==> config.mk <==
export PLATFORM = sky130hd
export DESIGN_NAME = block_crc_body_framer
export DESIGN_NICKNAME = d
export VERILOG_FILES = /design/src/design/bcf_pkg.sv /design/src/design/bcf_front.sv /design/src/design/bcf_queue.sv /design/src/design/bcf_back.sv /design/src/design/block_crc_body_framer.sv
export SDC_FILE = /design/constraint.sdc
export NUM_CORES = 1
export LEC_CHECK = 0
export BUFFER_PORTS_ARGS = -buffer_cell sky130_fd_sc_hd__buf_2
export CAP_MARGIN = 30
export CELL_PAD_IN_SITES_DETAIL_PLACEMENT = 1
export CELL_PAD_IN_SITES_GLOBAL_PLACEMENT = 1
export CORE_ASPECT_RATIO = 2
export CORE_UTILIZATION = 45
export DETAILED_ROUTE_END_ITERATION = 10
export PLACE_DENSITY_LB_ADDON = 0.1
export SLEW_MARGIN = 0
export SYNTH_ARGS = -nofsm -noshare
export SYNTH_HDL_FRONTEND = slang
export SYNTH_SLANG_ARGS = --single-unit
==> constraint.sdc <==
create_clock -name i_clk -period 3.69 [get_ports i_clk]
set_input_delay 1.107 -clock i_clk [delete_from_list [all_inputs] [get_ports i_clk]]
set_output_delay 1.107 -clock i_clk [all_outputs]
set_load 0.1 [all_outputs]
==> src/design/bcf_pkg.sv <==
// Shared types, constants and the CRC fold function of the block CRC body framer.
`timescale 1ns / 1ps

package bcf_pkg;

    localparam int unsigned DATA_W = 8;
    localparam int unsigned CRC_W = 16;
    localparam int unsigned FILL_W = 4;
    localparam logic [CRC_W-1:0] CRC_POLY_REFL = 16'hA6BC;

    // One body byte after classification, waiting for the output side.
    typedef struct packed {
        logic [DATA_W-1:0] data;
        logic              emit;
        logic              last;
        logic [CRC_W-1:0]  chk;
    } t_item;

    // Queue status seen by the two sides.
    typedef struct packed {
        logic full;
        logic empty;
    } t_q_status;

    // Folds one byte into a reflected CRC-16, one bit per step.
    function automatic logic [CRC_W-1:0] crc_fold(
        input logic [CRC_W-1:0]  crc,
        input logic [DATA_W-1:0] b
    );
        logic [CRC_W-1:0] c;
        c = crc ^ {{(CRC_W-DATA_W){1'b0}}, b};
        for (int i = 0; i < DATA_W; i++) begin
            if (c[0]) begin
                c = (c >> 1) ^ CRC_POLY_REFL;
            end else begin
                c = c >> 1;
            end
        end
        return c;
    endfunction

endpackage

==> src/design/bcf_front.sv <==
// Input side: accepts bytes, updates the running CRC and block count, queues the item.
`timescale 1ns / 1ps

module bcf_front #(
    parameter int BLOCK_BYTES = 16
) (
    input  logic                         i_clk,
    input  logic                         i_rst_n,
    input  logic                         i_valid,
    output logic                         o_stall,
    input  logic [bcf_pkg::DATA_W-1:0]   i_data_byte,
    input  logic                         i_last_byte,
    input  bcf_pkg::t_q_status           i_q_status,
    output logic                         o_push,
    output bcf_pkg::t_item               o_item
);

    localparam logic [bcf_pkg::FILL_W:0] BLK_SIZE = (bcf_pkg::FILL_W + 1)'(BLOCK_BYTES);

    logic [bcf_pkg::CRC_W-1:0]  r_crc;
    logic [bcf_pkg::CRC_W-1:0]  n_crc;
    logic [bcf_pkg::FILL_W-1:0] r_fill;
    logic [bcf_pkg::FILL_W-1:0] n_fill;
    logic [bcf_pkg::FILL_W:0]   count;
    logic [bcf_pkg::CRC_W-1:0]  crc_new;
    logic                       emit;

    assign o_stall = i_q_status.full;
    assign o_push  = i_valid && !i_q_status.full;

    assign count   = {1'b0, r_fill} + 1'b1;
    assign emit    = i_last_byte || (count >= BLK_SIZE);
    assign crc_new = bcf_pkg::crc_fold(r_crc, i_data_byte);

    always_comb begin
        o_item.data = i_data_byte;
        o_item.emit = emit;
        o_item.last = i_last_byte;
        o_item.chk  = ~crc_new;
    end

    always_comb begin
        n_crc  = r_crc;
        n_fill = r_fill;
        if (o_push) begin
            if (emit) begin
                n_crc  = '0;
                n_fill = '0;
            end else begin
                n_crc  = crc_new;
                n_fill = count[bcf_pkg::FILL_W-1:0];
            end
        end
    end

    always_ff @(posedge i_clk) begin
        if (!i_rst_n) begin
            r_crc  <= '0;
            r_fill <= '0;
        end else begin
            r_crc  <= n_crc;
            r_fill <= n_fill;
        end
    end

endmodule

==> src/design/bcf_queue.sv <==
// Short queue of classified items between the input and output sides.
`timescale 1ns / 1ps

module bcf_queue (
    input  logic               i_clk,
    input  logic               i_rst_n,
    input  logic               i_push,
    input  bcf_pkg::t_item     i_item,
    input  logic               i_pop,
    output bcf_pkg::t_item     o_head,
    output bcf_pkg::t_q_status o_status
);

    localparam int DEPTH = 4;
    localparam int PTR_W = $clog2(DEPTH);

    bcf_pkg::t_item     r_mem [DEPTH];
    logic [PTR_W-1:0]   r_wr_ptr;
    logic [PTR_W-1:0]   r_rd_ptr;
    logic [PTR_W:0]     r_count;
    logic               do_pop;

    assign o_status.full  = (r_count == (PTR_W + 1)'(DEPTH));
    assign o_status.empty = (r_count == '0);
    assign o_head         = r_mem[r_rd_ptr];
    assign do_pop         = i_pop && !o_status.empty;

    always_ff @(posedge i_clk) begin
        if (i_push) begin
            r_mem[r_wr_ptr] <= i_item;
        end
    end

    always_ff @(posedge i_clk) begin
        if (!i_rst_n) begin
            r_wr_ptr <= '0;
            r_rd_ptr <= '0;
            r_count  <= '0;
        end else begin
            if (i_push) begin
                r_wr_ptr <= r_wr_ptr + 1'b1;
            end
            if (do_pop) begin
                r_rd_ptr <= r_rd_ptr + 1'b1;
            end
            if (i_push && !do_pop) begin
                r_count <= r_count + 1'b1;
            end else if (!i_push && do_pop) begin
                r_count <= r_count - 1'b1;
            end
        end
    end

endmodule

==> src/design/bcf_back.sv <==
// Output side: sends the data byte and, where due, the two check bytes of each item.
`timescale 1ns / 1ps

module bcf_back (
    input  logic                       i_clk,
    input  logic                       i_rst_n,
    input  bcf_pkg::t_item             i_head,
    input  bcf_pkg::t_q_status         i_q_status,
    output logic                       o_pop,
    output logic                       o_valid,
    input  logic                       i_stall,
    output logic [bcf_pkg::DATA_W-1:0] o_out_byte,
    output logic                       o_is_check_byte,
    output logic                       o_run_last,
    output logic                       o_frame_last
);

    typedef enum logic [1:0] {
        PH_DATA,
        PH_CRC_LO,
        PH_CRC_HI
    } t_phase;

    t_phase r_phase;
    logic   r_valid;
    logic   load;

    // The output register takes a new transfer when it is empty or being drained.
    assign load    = !i_q_status.empty && (!r_valid || !i_stall);
    assign o_pop   = load && ((r_phase == PH_CRC_HI) || ((r_phase == PH_DATA) && !i_head.emit));
    assign o_valid = r_valid;

    always_ff @(posedge i_clk) begin
        if (!i_rst_n) begin
            r_phase <= PH_DATA;
            r_valid <= 1'b0;
        end else begin
            if (load) begin
                r_valid <= 1'b1;
                case (r_phase)
                    PH_DATA: begin
                        o_out_byte      <= i_head.data;
                        o_is_check_byte <= 1'b0;
                        o_run_last      <= !i_head.emit;
                        o_frame_last    <= 1'b0;
                        r_phase         <= i_head.emit ? PH_CRC_LO : PH_DATA;
                    end
                    PH_CRC_LO: begin
                        o_out_byte      <= i_head.chk[bcf_pkg::DATA_W-1:0];
                        o_is_check_byte <= 1'b1;
                        o_run_last      <= 1'b0;
                        o_frame_last    <= 1'b0;
                        r_phase         <= PH_CRC_HI;
                    end
                    PH_CRC_HI: begin
                        o_out_byte      <= i_head.chk[bcf_pkg::CRC_W-1:bcf_pkg::DATA_W];
                        o_is_check_byte <= 1'b1;
                        o_run_last      <= 1'b1;
                        o_frame_last    <= i_head.last;
                        r_phase         <= PH_DATA;
                    end
                    default: begin
                        r_phase <= PH_DATA;
                    end
                endcase
            end else if (!i_stall) begin
                r_valid <= 1'b0;
            end
        end
    end

endmodule

==> src/design/block_crc_body_framer.sv <==
// Top level of the block CRC body framer: input side, item queue and output side.
`timescale 1ns / 1ps
// A byte accepted at the input is written into the queue, then loaded into the output register.
// Throughput: one input transfer per cycle while the queue is not full; a byte that
// closes a block or a frame goes out on the single output port as data, CRC low
// and CRC high. The four-entry queue absorbs the check bytes before the input stalls.
// Reset (synchronous, active low) clears the CRC, block count, queue and output valid.

module block_crc_body_framer #(
    parameter int BLOCK_BYTES = 16
) (
    input  logic                       i_clk,
    input  logic                       i_rst_n,
    // Input channel: one body byte per transfer.
    input  logic                       i_valid,
    output logic                       o_stall,
    input  logic [bcf_pkg::DATA_W-1:0] i_data_byte,
    input  logic                       i_last_byte,
    // Output channel: one data or check byte per transfer.
    output logic                       o_valid,
    input  logic                       i_stall,
    output logic [bcf_pkg::DATA_W-1:0] o_out_byte,
    output logic                       o_is_check_byte,
    output logic                       o_run_last,
    output logic                       o_frame_last
);

    bcf_pkg::t_item     push_item;
    bcf_pkg::t_item     head_item;
    bcf_pkg::t_q_status q_status;
    logic               push;
    logic               pop;

    // The input side folds each byte into the CRC as it is accepted and decides
    // whether the byte closes a block, so the queued item already carries the
    // complemented check value that the output side needs.
    bcf_front #(
        .BLOCK_BYTES (BLOCK_BYTES)
    ) u_front (
        .i_clk       (i_clk),
        .i_rst_n     (i_rst_n),
        .i_valid     (i_valid),
        .o_stall     (o_stall),
        .i_data_byte (i_data_byte),
        .i_last_byte (i_last_byte),
        .i_q_status  (q_status),
        .o_push      (push),
        .o_item      (push_item)
    );

    // The queue lets the input side keep accepting while the output side
    // spends extra cycles on check bytes or waits on a stalled receiver.
    bcf_queue u_queue (
        .i_clk    (i_clk),
        .i_rst_n  (i_rst_n),
        .i_push   (push),
        .i_item   (push_item),
        .i_pop    (pop),
        .o_head   (head_item),
        .o_status (q_status)
    );

    // The output side steps through the results of the head item and frees the
    // queue entry with the last of them.
    bcf_back u_back (
        .i_clk           (i_clk),
        .i_rst_n         (i_rst_n),
        .i_head          (head_item),
        .i_q_status      (q_status),
        .o_pop           (pop),
        .o_valid         (o_valid),
        .i_stall         (i_stall),
        .o_out_byte      (o_out_byte),
        .o_is_check_byte (o_is_check_byte),
        .o_run_last      (o_run_last),
        .o_frame_last    (o_frame_last)
    );

endmodule
==> results of run 1 <==
## synthesized netlist by cell type (all sizes together), types with 2 or more instances
cell type / number / area share, %
buf: 4 / 0.28
mux2i: 3 / 0.48
or3: 4 / 0.40
nand2: 6 / 0.36
a21oi: 16 / 1.3
nand4: 2 / 0.20
o21ai: 5 / 0.40
a22oi: 9 / 1.1
xnor3: 13 / 4.7
dfxtp: 32 / 10
inv: 12 / 0.72
clkbuf: 13 / 0.78
and2: 2 / 0.20
ha: 10 / 2.0
and3: 6 / 0.60
nor2: 34 / 2.0
xor2: 7 / 1.1
nand3: 7 / 0.56
edfxtp: 115 / 55
xnor2: 27 / 4.6
nor3: 3 / 0.24
a2bb2oi: 14 / 2.0
mux4: 26 / 9.4
## stage by stage
stage,hold slack (ns),power (mW),setup slack [ns],cells,cell area [µm²]
floorplan,0.4582,5.317,0.8776,376,6251
global placement,0.4721,6.024,0.6954,553,6615
detailed placement,0.4980,6.144,0.6656,553,6615
CTS,0.5066,7.876,0.7432,585,7203
global route,0.5186,8.170,0.7045,585,7203
finish,0.5055,7.806,0.7815,585,7203
## path summary, 6_finish.rpt
path | startpoint | end | cells after the start
setup / recovery | u_queue.r_count[0] | o_stall | 3
hold / removal | u_front.r_crc[14] | u_front.r_crc[14] | 2
setup reg to reg | u_back.r_phase[0] | u_queue.r_count[2] | 11
hold reg to reg | u_front.r_crc[14] | u_front.r_crc[14] | 2
## cell families (layout without fill, tap and decap cells)
family	after synthesis	after routing
AND/OR/NAND/NOR	66	66
buffers and inverters	29	83
multiplexers	29	29
adder cells (fa/ha/maj)	11	11
flip-flops	147	147
XOR/XNOR	48	48
AO/OA/AOI/OAI	46	46
## power groups by stage
stage / logic, mW / registers, mW / clock network [mW]
floorplan: 2.14 / 3.18 / 0
global placement: 3.16 / 2.86 / 0
detailed placement: 3.25 / 2.90 / 0
CTS: 3.27 / 2.87 / 1.74
global route: 3.46 / 2.90 / 1.81
finish: 3.23 / 2.86 / 1.71
## cell type report
cell class                      instances  area, µm²
Inverter                               12      45.04
Clock inverter                         15      162.7
Tap cell                              155      193.9
Clock buffer                           17      425.4
Sequential cell                       147       4095
Timing Repair Buffer                   39      230.2
Multi-Input combinational cell        200       2051
Fill cell                            1286       6310
## flip-flops by register name (all words and copies together) (netlist names), named ones only
register	count
u_queue.r_wr_ptr	2
u_back.r_phase	2
u_back.o_is_check_byte	1
u_back.o_out_byte	8
u_front.r_fill	4
u_queue.r_mem	104
u_queue.r_rd_ptr	2
u_front.r_crc	16
u_back.o_frame_last	1
u_back.o_valid	1
u_queue.r_count	3
u_back.o_run_last	1
## per-layer routing
| layer | routed length (µm) | share of wire [%] |
|---|---|---|
| met5 | 0 | 0 |
| met4 | 199 | 1.5 |
| met3 | 269 | 2.1 |
| met2 | 7306 | 56 |
| met1 | 5239 | 40 |
## worst register-to-register path, stage by stage (launching register included)
cell and delay (ns):
sky130_fd_sc_hd__dfxtp_1 0.39, sky130_fd_sc_hd__inv_1 0.10, sky130_fd_sc_hd__ha_1 0.40, sky130_fd_sc_hd__inv_1 0.14, sky130_fd_sc_hd__o21ai_1 0.08, sky130_fd_sc_hd__nand3_1 0.17, sky130_fd_sc_hd__ha_1 0.21, sky130_fd_sc_hd__inv_1 0.06
sky130_fd_sc_hd__fa_1 0.38, sky130_fd_sc_hd__xor2_1 0.16, sky130_fd_sc_hd__or3_1 0.31, sky130_fd_sc_hd__a21oi_1 0.17
==> summary.md, run 1 <==
| Metric | Value |
|---|---|
| Result of the run | `complete, no violations` |
| Count of flip-flops with a built-in enable after synthesis | `115` |
| Clock-pin slew on the worst setup and hold paths | `about 0.06 ns` |
| Share of total power in combinational logic | `between 40% and 50%` |
| Sequential share of the synthesized area | `65.49%` |
| Initial Util | `between 40% and 50%` |
| Switching power share of the total | `roughly a third` |
| Power per cell area | `approximately 1100 nW/µm²` |
| Arrival time at the worst endpoint | `~1.8 ns` |
| Placer Congestion | `around 0.75` |
| Launching element type of the critical path | `flip-flop` |
| Max-slew violations | `0` |
| CP max stage cell | `sky130_fd_sc_hd__or3b_1` |
| Gate family responsible for the most delay along the worst path | `simple AND/OR/NAND/NOR gates` |
| Clock tree root driver cell | `sky130_fd_sc_hd__clkbuf_16` |
| Final cycle utilization of the critical path | `~79%` |
| GR Layer Usage met3 | `under 10%` |
| Final core area utilization | `53.31%` |
| Number of distinct library cells after synthesis | `34` |
| Largest stage delay on the critical path | `between 0.5 and 0.6 ns` |
| Peak ir drop on the vdd network | `about 0.00054 V` |
| Wire length after detailed routing | `between 10,000 and 15,000 µm` |
| Worst hold path type | `reg2reg` |
| Synthesis-to-finish area growth | `15.23%` |
| Count of pins on the block boundary | `26` |
| Number of cell rows | `60` |
| Vias in the first global route | `between 3,000 and 4,000` |
| Crit Path Class | `reg2out` |
| Global router's overall resource usage | `between 10% and 20%` |
| Horizontal die dimension | `about 85 µm` |
| Final number of setup-violating endpoints | `0` |
| Main combinational cell family by area after synthesis | `XOR/XNOR gates` |
| Final count of hold timing violations | `0` |
| Psw | `2.712 mW` |
| Crit path required time | `about 2.6 ns` |
| CTS Buf Count | `17` |
| Static Leak | `about 2.6 nW` |
| TritonCTS Sinks | `approximately 150` |
| Via count | `between 3,000 and 4,000` |
| Most utilized layer in the global route result | `met2` |
| Minimum clock period after layout | `between 2 and 3 ns` |
| List of cells traversed by the critical path | `or3b_1 -> inv_1 -> buf_2` |
| Highest-count cells in the layout ignoring fill and taps | `sky130_fd_sc_hd__edfxtp_1, sky130_fd_sc_hd__nor2_1, sky130_fd_sc_hd__dfxtp_1, sky130_fd_sc_hd__mux4_2, sky130_fd_sc_hd__buf_2` |
| Share of synthesized cell area in full adder, half adder and majority cells | `2.322%` |
| Source-to-sink clock delay at the later pin of the worst-skew pair | `0.41 ns` |
| Number of buffers inserted by port buffering | `25` |
| Antenna violations before repair | `0` |
| Max-Slew Margin vs Limit | `just over 50%` |
| # nets final | `441` |
| Sequential Power Share | `a little under two fifths` |
| Most common cell after layout, fill and taps aside | `sky130_fd_sc_hd__edfxtp_1` |
| Share of the synthesized area in compound gates (AO/OA/AOI/OAI) | `4.964%` |
| Transition at the pin with the smallest max-transition slack | `just over 0.7 ns` |
| Maxcap violations | `0` |
| Unrepaired setup endpoints after global routing | `false` |
| Synth Area in Simple Gates | `under 10%` |
| Synth Net Count | `400` |
| First-pass GRT wire length | `between 20,000 and 25,000 µm` |
| Met2 Track Usage GR | `between 30% and 40%` |
| Peak fanout along the critical path | `8` |
| GR met1 Demand/Resource | `a little under a quarter` |
| Number of instances resized during post-cts repair | `0` |
| Internal Pwr Total | `between 5 and 6 mW` |
| Mapped Cells | `376` |
| Final Skew | `0.01083 ns` |
| Post-synthesis mux area share | `9.848%` |
| Endpoint type of the worst setup path | `primary output` |
| Syn Std Cell Area | `between 6000 and 7000 µm²` |
| Setup slack of the worst register-to-register path | `approximately 1.1 ns` |
| Vert. Die Dim | `around 170 µm` |
| First-pass iteration count of the detailed router | `4` |
| Antenna violation net count after detailed routing | `0` |
| Async set-reset flop share out of synthesis | `0%` |
| Post-synthesis sequential element count | `around 150` |
| Worst path bufs/invs | `2` |
| Post-CTS setup buffers | `0` |
| Wire length per cell after detailed routing | `between 20 and 25 µm` |
| Clk pwr share | `roughly 22%` |
| Fraction of final layout cells sized beyond drive strength 1 | `between 20% and 30%` |
| Synth Warn # | `0` |
| Clock Path Buffers | `2` |
| Number of H-tree levels | `4` |
| Hold buffer count at cts | `0` |
| Xor/xnor cell area share of the yosys netlist | `between 10% and 20%` |
| Floorplan core area | `approximately 14,000 µm²` |
| Remaining global-route overflow | `0` |
| 1st-iter DRT viols | `roughly 150` |
| Final HPWL from detailed placement | `around 8600 µm` |
| Avg Inst Size Synth | `16.62 µm²` |
| DRC | `0` |
| Vias per cell | `roughly 5.6` |
| Clock tree from TritonCTS | `done` |
| Maximum achievable frequency | `~340 MHz` |
| Total Negative Setup Slacks | `0 ns` |
| Ant. Diodes | `0` |
| Die area | `about 14,000 µm²` |
| Maximum number of pins on one net before global-route repair | `27` |
| Main synth FF type | `sky130_fd_sc_hd__edfxtp_1` |
Power figures use the tool's default switching activity.
==> run 2, diff against run 1 <==
--- a/config.mk
+++ b/config.mk
@@ -5,6 +5,7 @@
 export SDC_FILE = /design/constraint.sdc
 export NUM_CORES = 1
 export LEC_CHECK = 0
+export ABC_AREA = 1
 export BUFFER_PORTS_ARGS = -buffer_cell sky130_fd_sc_hd__buf_2
 export CAP_MARGIN = 30
 export CELL_PAD_IN_SITES_DETAIL_PLACEMENT = 1
==> constraint.sdc (replaced) <==
create_clock -name i_clk -period 3.04 [get_ports i_clk]
set_input_delay 0.912 -clock i_clk [delete_from_list [all_inputs] [get_ports i_clk]]
set_output_delay 0.912 -clock i_clk [all_outputs]
set_load 0.1 [all_outputs]
==> run 2 against run 1 <==
  * Die area increased by 4.2%
  * Setup slack worse by 0.38 ns
  * First-iteration DRC count is 43% higher
  * Global-route usage up 4.7 points
  * Sequential cell count unchanged
  * Sequential share of layout area fell by 2.7 points
  * Cell area is 5.0% higher
  * Routed wire length up 32%
  * Critical endpoint is now u_queue.r_count[2]
  * Largest power group unchanged
==> summary.md, run 2 <==
| Metric | Value |
|---|---|
| Fraction of final layout cells sized beyond drive strength 1 | `13.88% (was 23.26%)` |
| Largest stage delay on the critical path | `0.51 ns (was 0.52 ns)` |
| Max-Slew Margin vs Limit | `53.29% (was 51.80%)` |
| Arrival time at the worst endpoint | `2.93 ns (was 1.80 ns)` |
| Final HPWL from detailed placement | `11,680 µm (was 8554 µm)` |
| Count of flip-flops with a built-in enable after synthesis | `115 (unchanged)` |
| Remaining global-route overflow | `0 (unchanged)` |
| Vert. Die Dim | `172.2 µm (was 168.7 µm)` |
| Power per cell area | `1157 nW/µm² (was 1084 nW/µm²)` |
| Final Skew | `0.01102 ns (was 0.01083 ns)` |
| Result of the run | `complete, no violations (unchanged)` |
| Clock-pin slew on the worst setup and hold paths | `0.06 ns (about the same)` |
| Number of cell rows | `61 (was 60)` |
| Highest-count cells in the layout ignoring fill and taps | `sky130_fd_sc_hd__nand2_1, sky130_fd_sc_hd__edfxtp_1, sky130_fd_sc_hd__nor2_1, sky130_fd_sc_hd__o21ai_0, sky130_fd_sc_hd__inv_1 (was sky130_fd_sc_hd__edfxtp_1, sky130_fd_sc_hd__nor2_1, sky130_fd_sc_hd__dfxtp_1, sky130_fd_sc_hd__mux4_2, sky130_fd_sc_hd__buf_2)` |
| Dominant cell by count in the synthesized netlist | `sky130_fd_sc_hd__nand2_1 (was sky130_fd_sc_hd__edfxtp_1)` |
| TritonCTS Sinks | `147 (unchanged)` |
| Share of total power in combinational logic | `40.5% (was 41.4%)` |
| CTS Buf Count | `17 (unchanged)` |
| Clock Path Buffers | `2 (unchanged)` |
| Worst reg2reg endpoint | `u_queue.r_count[2] (unchanged)` |
| Largest cells by area after synthesis | `sky130_fd_sc_hd__edfxtp_1, sky130_fd_sc_hd__dfxtp_1, sky130_fd_sc_hd__nand2_1 (was sky130_fd_sc_hd__edfxtp_1, sky130_fd_sc_hd__dfxtp_1, sky130_fd_sc_hd__mux4_2)` |
| First-pass iteration count of the detailed router | `5 (was 4)` |
| Number of flip-flops under the largest register name | `104 (unchanged)` |
| Crit Path Class | `reg2reg (was reg2out)` |
| Global router's overall resource usage | `24.64% (was 19.97%)` |
| List of cells traversed by the critical path | `o31ai_2 -> inv_1 -> nand3_1 -> o21ai_0 -> inv_1 -> ha_1 -> inv_1 -> fa_1 -> a21oi_1 -> o21ai_0 -> o21ai_0 -> a21oi_1 (was or3b_1 -> inv_1 -> buf_2)` |
| Switching power share of the total | `41.99% (was 34.74%)` |
| Post-placement setup slack | `-0.004812 ns (was 0.6656 ns)` |
| Synth Net Count | `669 (was 400)` |
| Ant. Diodes | `0 (unchanged)` |
| Count of pins on the block boundary | `26 (unchanged)` |
| Max-slew violations | `0 (unchanged)` |
| Launching element type of the critical path | `flip-flop (unchanged)` |
| Final Worst Setup Slack | `0.4040 ns (was 0.7815 ns)` |
| Hold_sp | `u_queue.r_rd_ptr[1] (was u_front.r_crc[14])` |
| First-pass GRT wire length | `26,610 µm (was 20,660 µm)` |
| Placer Congestion | `0.8633 (was 0.7453)` |
| Horizontal die dimension | `87.11 µm (was 85.34 µm)` |
| Synth Warn # | `0 (unchanged)` |
| Sequential share of the synthesized area | `62.80% (was 65.49%)` |
| # nets final | `710 (was 441)` |
| Total Negative Setup Slacks | `0 ns (unchanged)` |
| Clock tree root driver cell | `sky130_fd_sc_hd__clkbuf_16 (unchanged)` |
| Worst hold path type | `reg2reg (unchanged)` |
| Initial Util | `46.42% (was 46.26%)` |
| Source-to-sink clock delay at the later pin of the worst-skew pair | `0.41 ns (about the same)` |
| Number of buffers inserted by port buffering | `25 (unchanged)` |
| Worst path bufs/invs | `3 (was 2)` |
| Final core area utilization | `53.83% (was 53.31%)` |
| Endpoint type of the worst setup path | `flip-flop (was primary output)` |
| Crit path required time | `3.34 ns (was 2.58 ns)` |
| Vias in the first global route | `5,204 (was 3,638)` |
| Total power of the final layout | `8.747 mW (was 7.806 mW)` |
| Synthesis-to-finish area growth | `15.97% (was 15.23%)` |
| Registers with the most flip-flops | `u_queue.r_mem: 104 flops, u_front.r_crc: 16 flops, u_back.o_out_byte: 8 flops (unchanged)` |
| Number of distinct library cells after synthesis | `30 (was 34)` |
| Post-synthesis sequential element count | `147 (unchanged)` |
| Sequential Power Share | `35.4% (was 36.7%)` |
| Syn Std Cell Area | `6519 µm² (was 6251 µm²)` |
| Most common cell after layout, fill and taps aside | `sky130_fd_sc_hd__nand2_1 (was sky130_fd_sc_hd__edfxtp_1)` |
| Async set-reset flop share out of synthesis | `0% (unchanged)` |
| Peak fanout along the critical path | `7 (was 8)` |
| Post-CTS setup buffers | `0 (unchanged)` |
| Number of H-tree levels | `4 (unchanged)` |
| Peak ir drop on the vdd network | `0.0004721 V (was 0.0005444 V)` |
| Final count of hold timing violations | `0 (unchanged)` |
| Fraction of post-synthesis cell area in the top cell type by area | `52.98% (was 55.24%)` |
| Sink of the worst hold path | `u_queue.r_rd_ptr[1] (was u_front.r_crc[14])` |
| Antenna violations before repair | `0 (unchanged)` |
| Avg Inst Size Synth | `10.11 µm² (was 16.62 µm²)` |
| Final number of setup-violating endpoints | `0 (unchanged)` |
| Wire length per cell after detailed routing | `19.32 µm (was 22.25 µm)` |
| Floorplan core area | `14,040 µm² (was 13,510 µm²)` |
| Wire length after detailed routing | `17,160 µm (was 13,010 µm)` |
| Mapped Cells | `645 (was 376)` |
| DRC | `0 (unchanged)` |
| Unrepaired setup endpoints after global routing | `false (unchanged)` |
| Maximum achievable frequency | `~380 MHz` |
| Synth top cells by count | `sky130_fd_sc_hd__nand2_1, sky130_fd_sc_hd__edfxtp_1, sky130_fd_sc_hd__nor2_1, sky130_fd_sc_hd__o21ai_0, sky130_fd_sc_hd__inv_1 (was sky130_fd_sc_hd__edfxtp_1, sky130_fd_sc_hd__nor2_1, sky130_fd_sc_hd__dfxtp_1, sky130_fd_sc_hd__mux4_2, sky130_fd_sc_hd__xnor2_1)` |
| CP max stage cell | `sky130_fd_sc_hd__o31ai_2 (was sky130_fd_sc_hd__or3b_1)` |
| Psw | `3.673 mW (was 2.712 mW)` |
| Transition at the pin with the smallest max-transition slack | `0.6933 ns (was 0.7230 ns)` |
| Vias per cell | `5.403 (was 5.615)` |
| Startpoint of the worst-slack reg-to-reg timing path | `u_queue.r_count[0] (was u_back.r_phase[0])` |
| Largest area contributor in the synthesized netlist | `sky130_fd_sc_hd__edfxtp_1 (unchanged)` |
| Clock tree from TritonCTS | `done (unchanged)` |
| Clk pwr share | `24.1% (was 22.0%)` |
| Via count | `4,798 (was 3,285)` |
| Main synth FF type | `sky130_fd_sc_hd__edfxtp_1 (unchanged)` |
| Cell count of the worst reg-to-reg path | `12 (was 11)` |
| Antenna violation net count after detailed routing | `0 (unchanged)` |
| Internal Pwr Total | `5.074 mW (was 5.094 mW)` |
| Gate family responsible for the most delay along the worst path | `compound AO/OA/AOI/OAI gates (was simple AND/OR/NAND/NOR gates)` |
| 1st-iter DRT viols | `209 (was 146)` |
| Final cycle utilization of the critical path | `between 80 and 90%` |
| Setup slack of the worst register-to-register path | `0.40 ns (was 1.05 ns)` |
| Static Leak | `2.980 nW (was 2.623 nW)` |
| Most flops, register | `u_queue.r_mem (unchanged)` |
| Minimum clock period after layout | `around 2.6 ns` |
| Cell count of the worst hold path | `1 (was 2)` |
| Die area | `15,000 µm² (was 14,400 µm²)` |
| Maximum number of pins on one net before global-route repair | `51 (was 27)` |
| Maxcap violations | `0 (unchanged)` |
[run 2: cell count changes after synthesis, sizes merged, moves of 14 or more]
cell	previous run	this run
nand3	7	44
nand2	6	148
inv	12	54
a2bb2oi	14	0
xor2	7	21
nor2	34	67
mux4	26	0
o22ai	0	26
xnor2	27	6
o21ai	5	62
[run 2: through the flow]
stage | hold WS [ns] | std cells | area [µm²]
2_1_floorplan | 0.4122 | 645 | 6524
3_3_place_gp | 0.4244 | 856 | 6958
3_5_place_dp | 0.4361 | 856 | 6958
4_1_cts | 0.4527 | 888 | 7555
5_1_grt | 0.4649 | 888 | 7560
6_report | 0.4516 | 888 | 7560
[run 2: kinds of logic after synthesis]
group | share of synthesized area [%]
adders and majority gates | 2.226
DFF | 62.80
buffers and inverters | 4.549
and+or+nand+nor | 16.99
xor gates and xnor gates | 3.743
AOI/OAI and AO/OA | 9.693
[run 2: worst max path at each step]
stage                           to                from  cells after the start  slack (ns)
6_report        u_queue.r_count[2]  u_queue.r_count[0]                     12        0.40
5_1_grt         u_queue.r_count[2]  u_queue.r_count[0]                     12        0.15
4_1_cts         u_queue.r_count[2]  u_queue.r_count[0]                     12        0.10
3_5_place_dp    u_queue.r_count[2]             i_stall                     14      -0.005
3_3_place_gp   u_queue.r_mem[3][7]      i_data_byte[1]                     13        0.14
2_1_floorplan  u_queue.r_mem[0][0]             i_valid                      5       -0.03
[run 2: worst reg2reg max path, delay by kind of cell, from the launching register on]
family,cells,cell delay [ns]
AOI/OAI and AO/OA,6,1.20
adders and majority gates,2,0.53
buffers and inverters,3,0.32
DFF,1,0.37
and+or+nand+nor,1,0.10
[run 2: cell type report]
cell class              count  area, µm²
clock inverters            15      171.4
repair buffers             45      275.3
well taps                 189      236.5
multi-input cells         420       2148
fillers                  1599       6484
inverters                  55      209.0
flip-flops and latches    147       4094
clock buffers              17      425.4
[run 2: power by group through the flow]
stage / logic [mW] / clock network, mW / registers [mW]
final: 3.55 / 2.11 / 3.10
after global routing: 3.88 / 2.22 / 3.13
after CTS: 3.57 / 2.15 / 3.09
after detailed placement: 3.53 / 0 / 3.13
after global placement: 3.40 / 0 / 3.10
after floorplan: 2.00 / 0 / 3.58
[run 2: what timing repair did]
action                                  CTS  global route
endpoints found under the setup margin    0             1
hold buffers                              0             0
gates resized for setup                   0             1
[run 2: per-layer routing]
| metal | global-route usage, % | routed length [µm] |
|---|---|---|
| met5 | 0 | 0 |
| met4 | 11.12 | 363 |
| met3 | 4.153 | 460 |
| met2 | 46.97 | 9689 |
| met1 | 25.71 | 6645 |
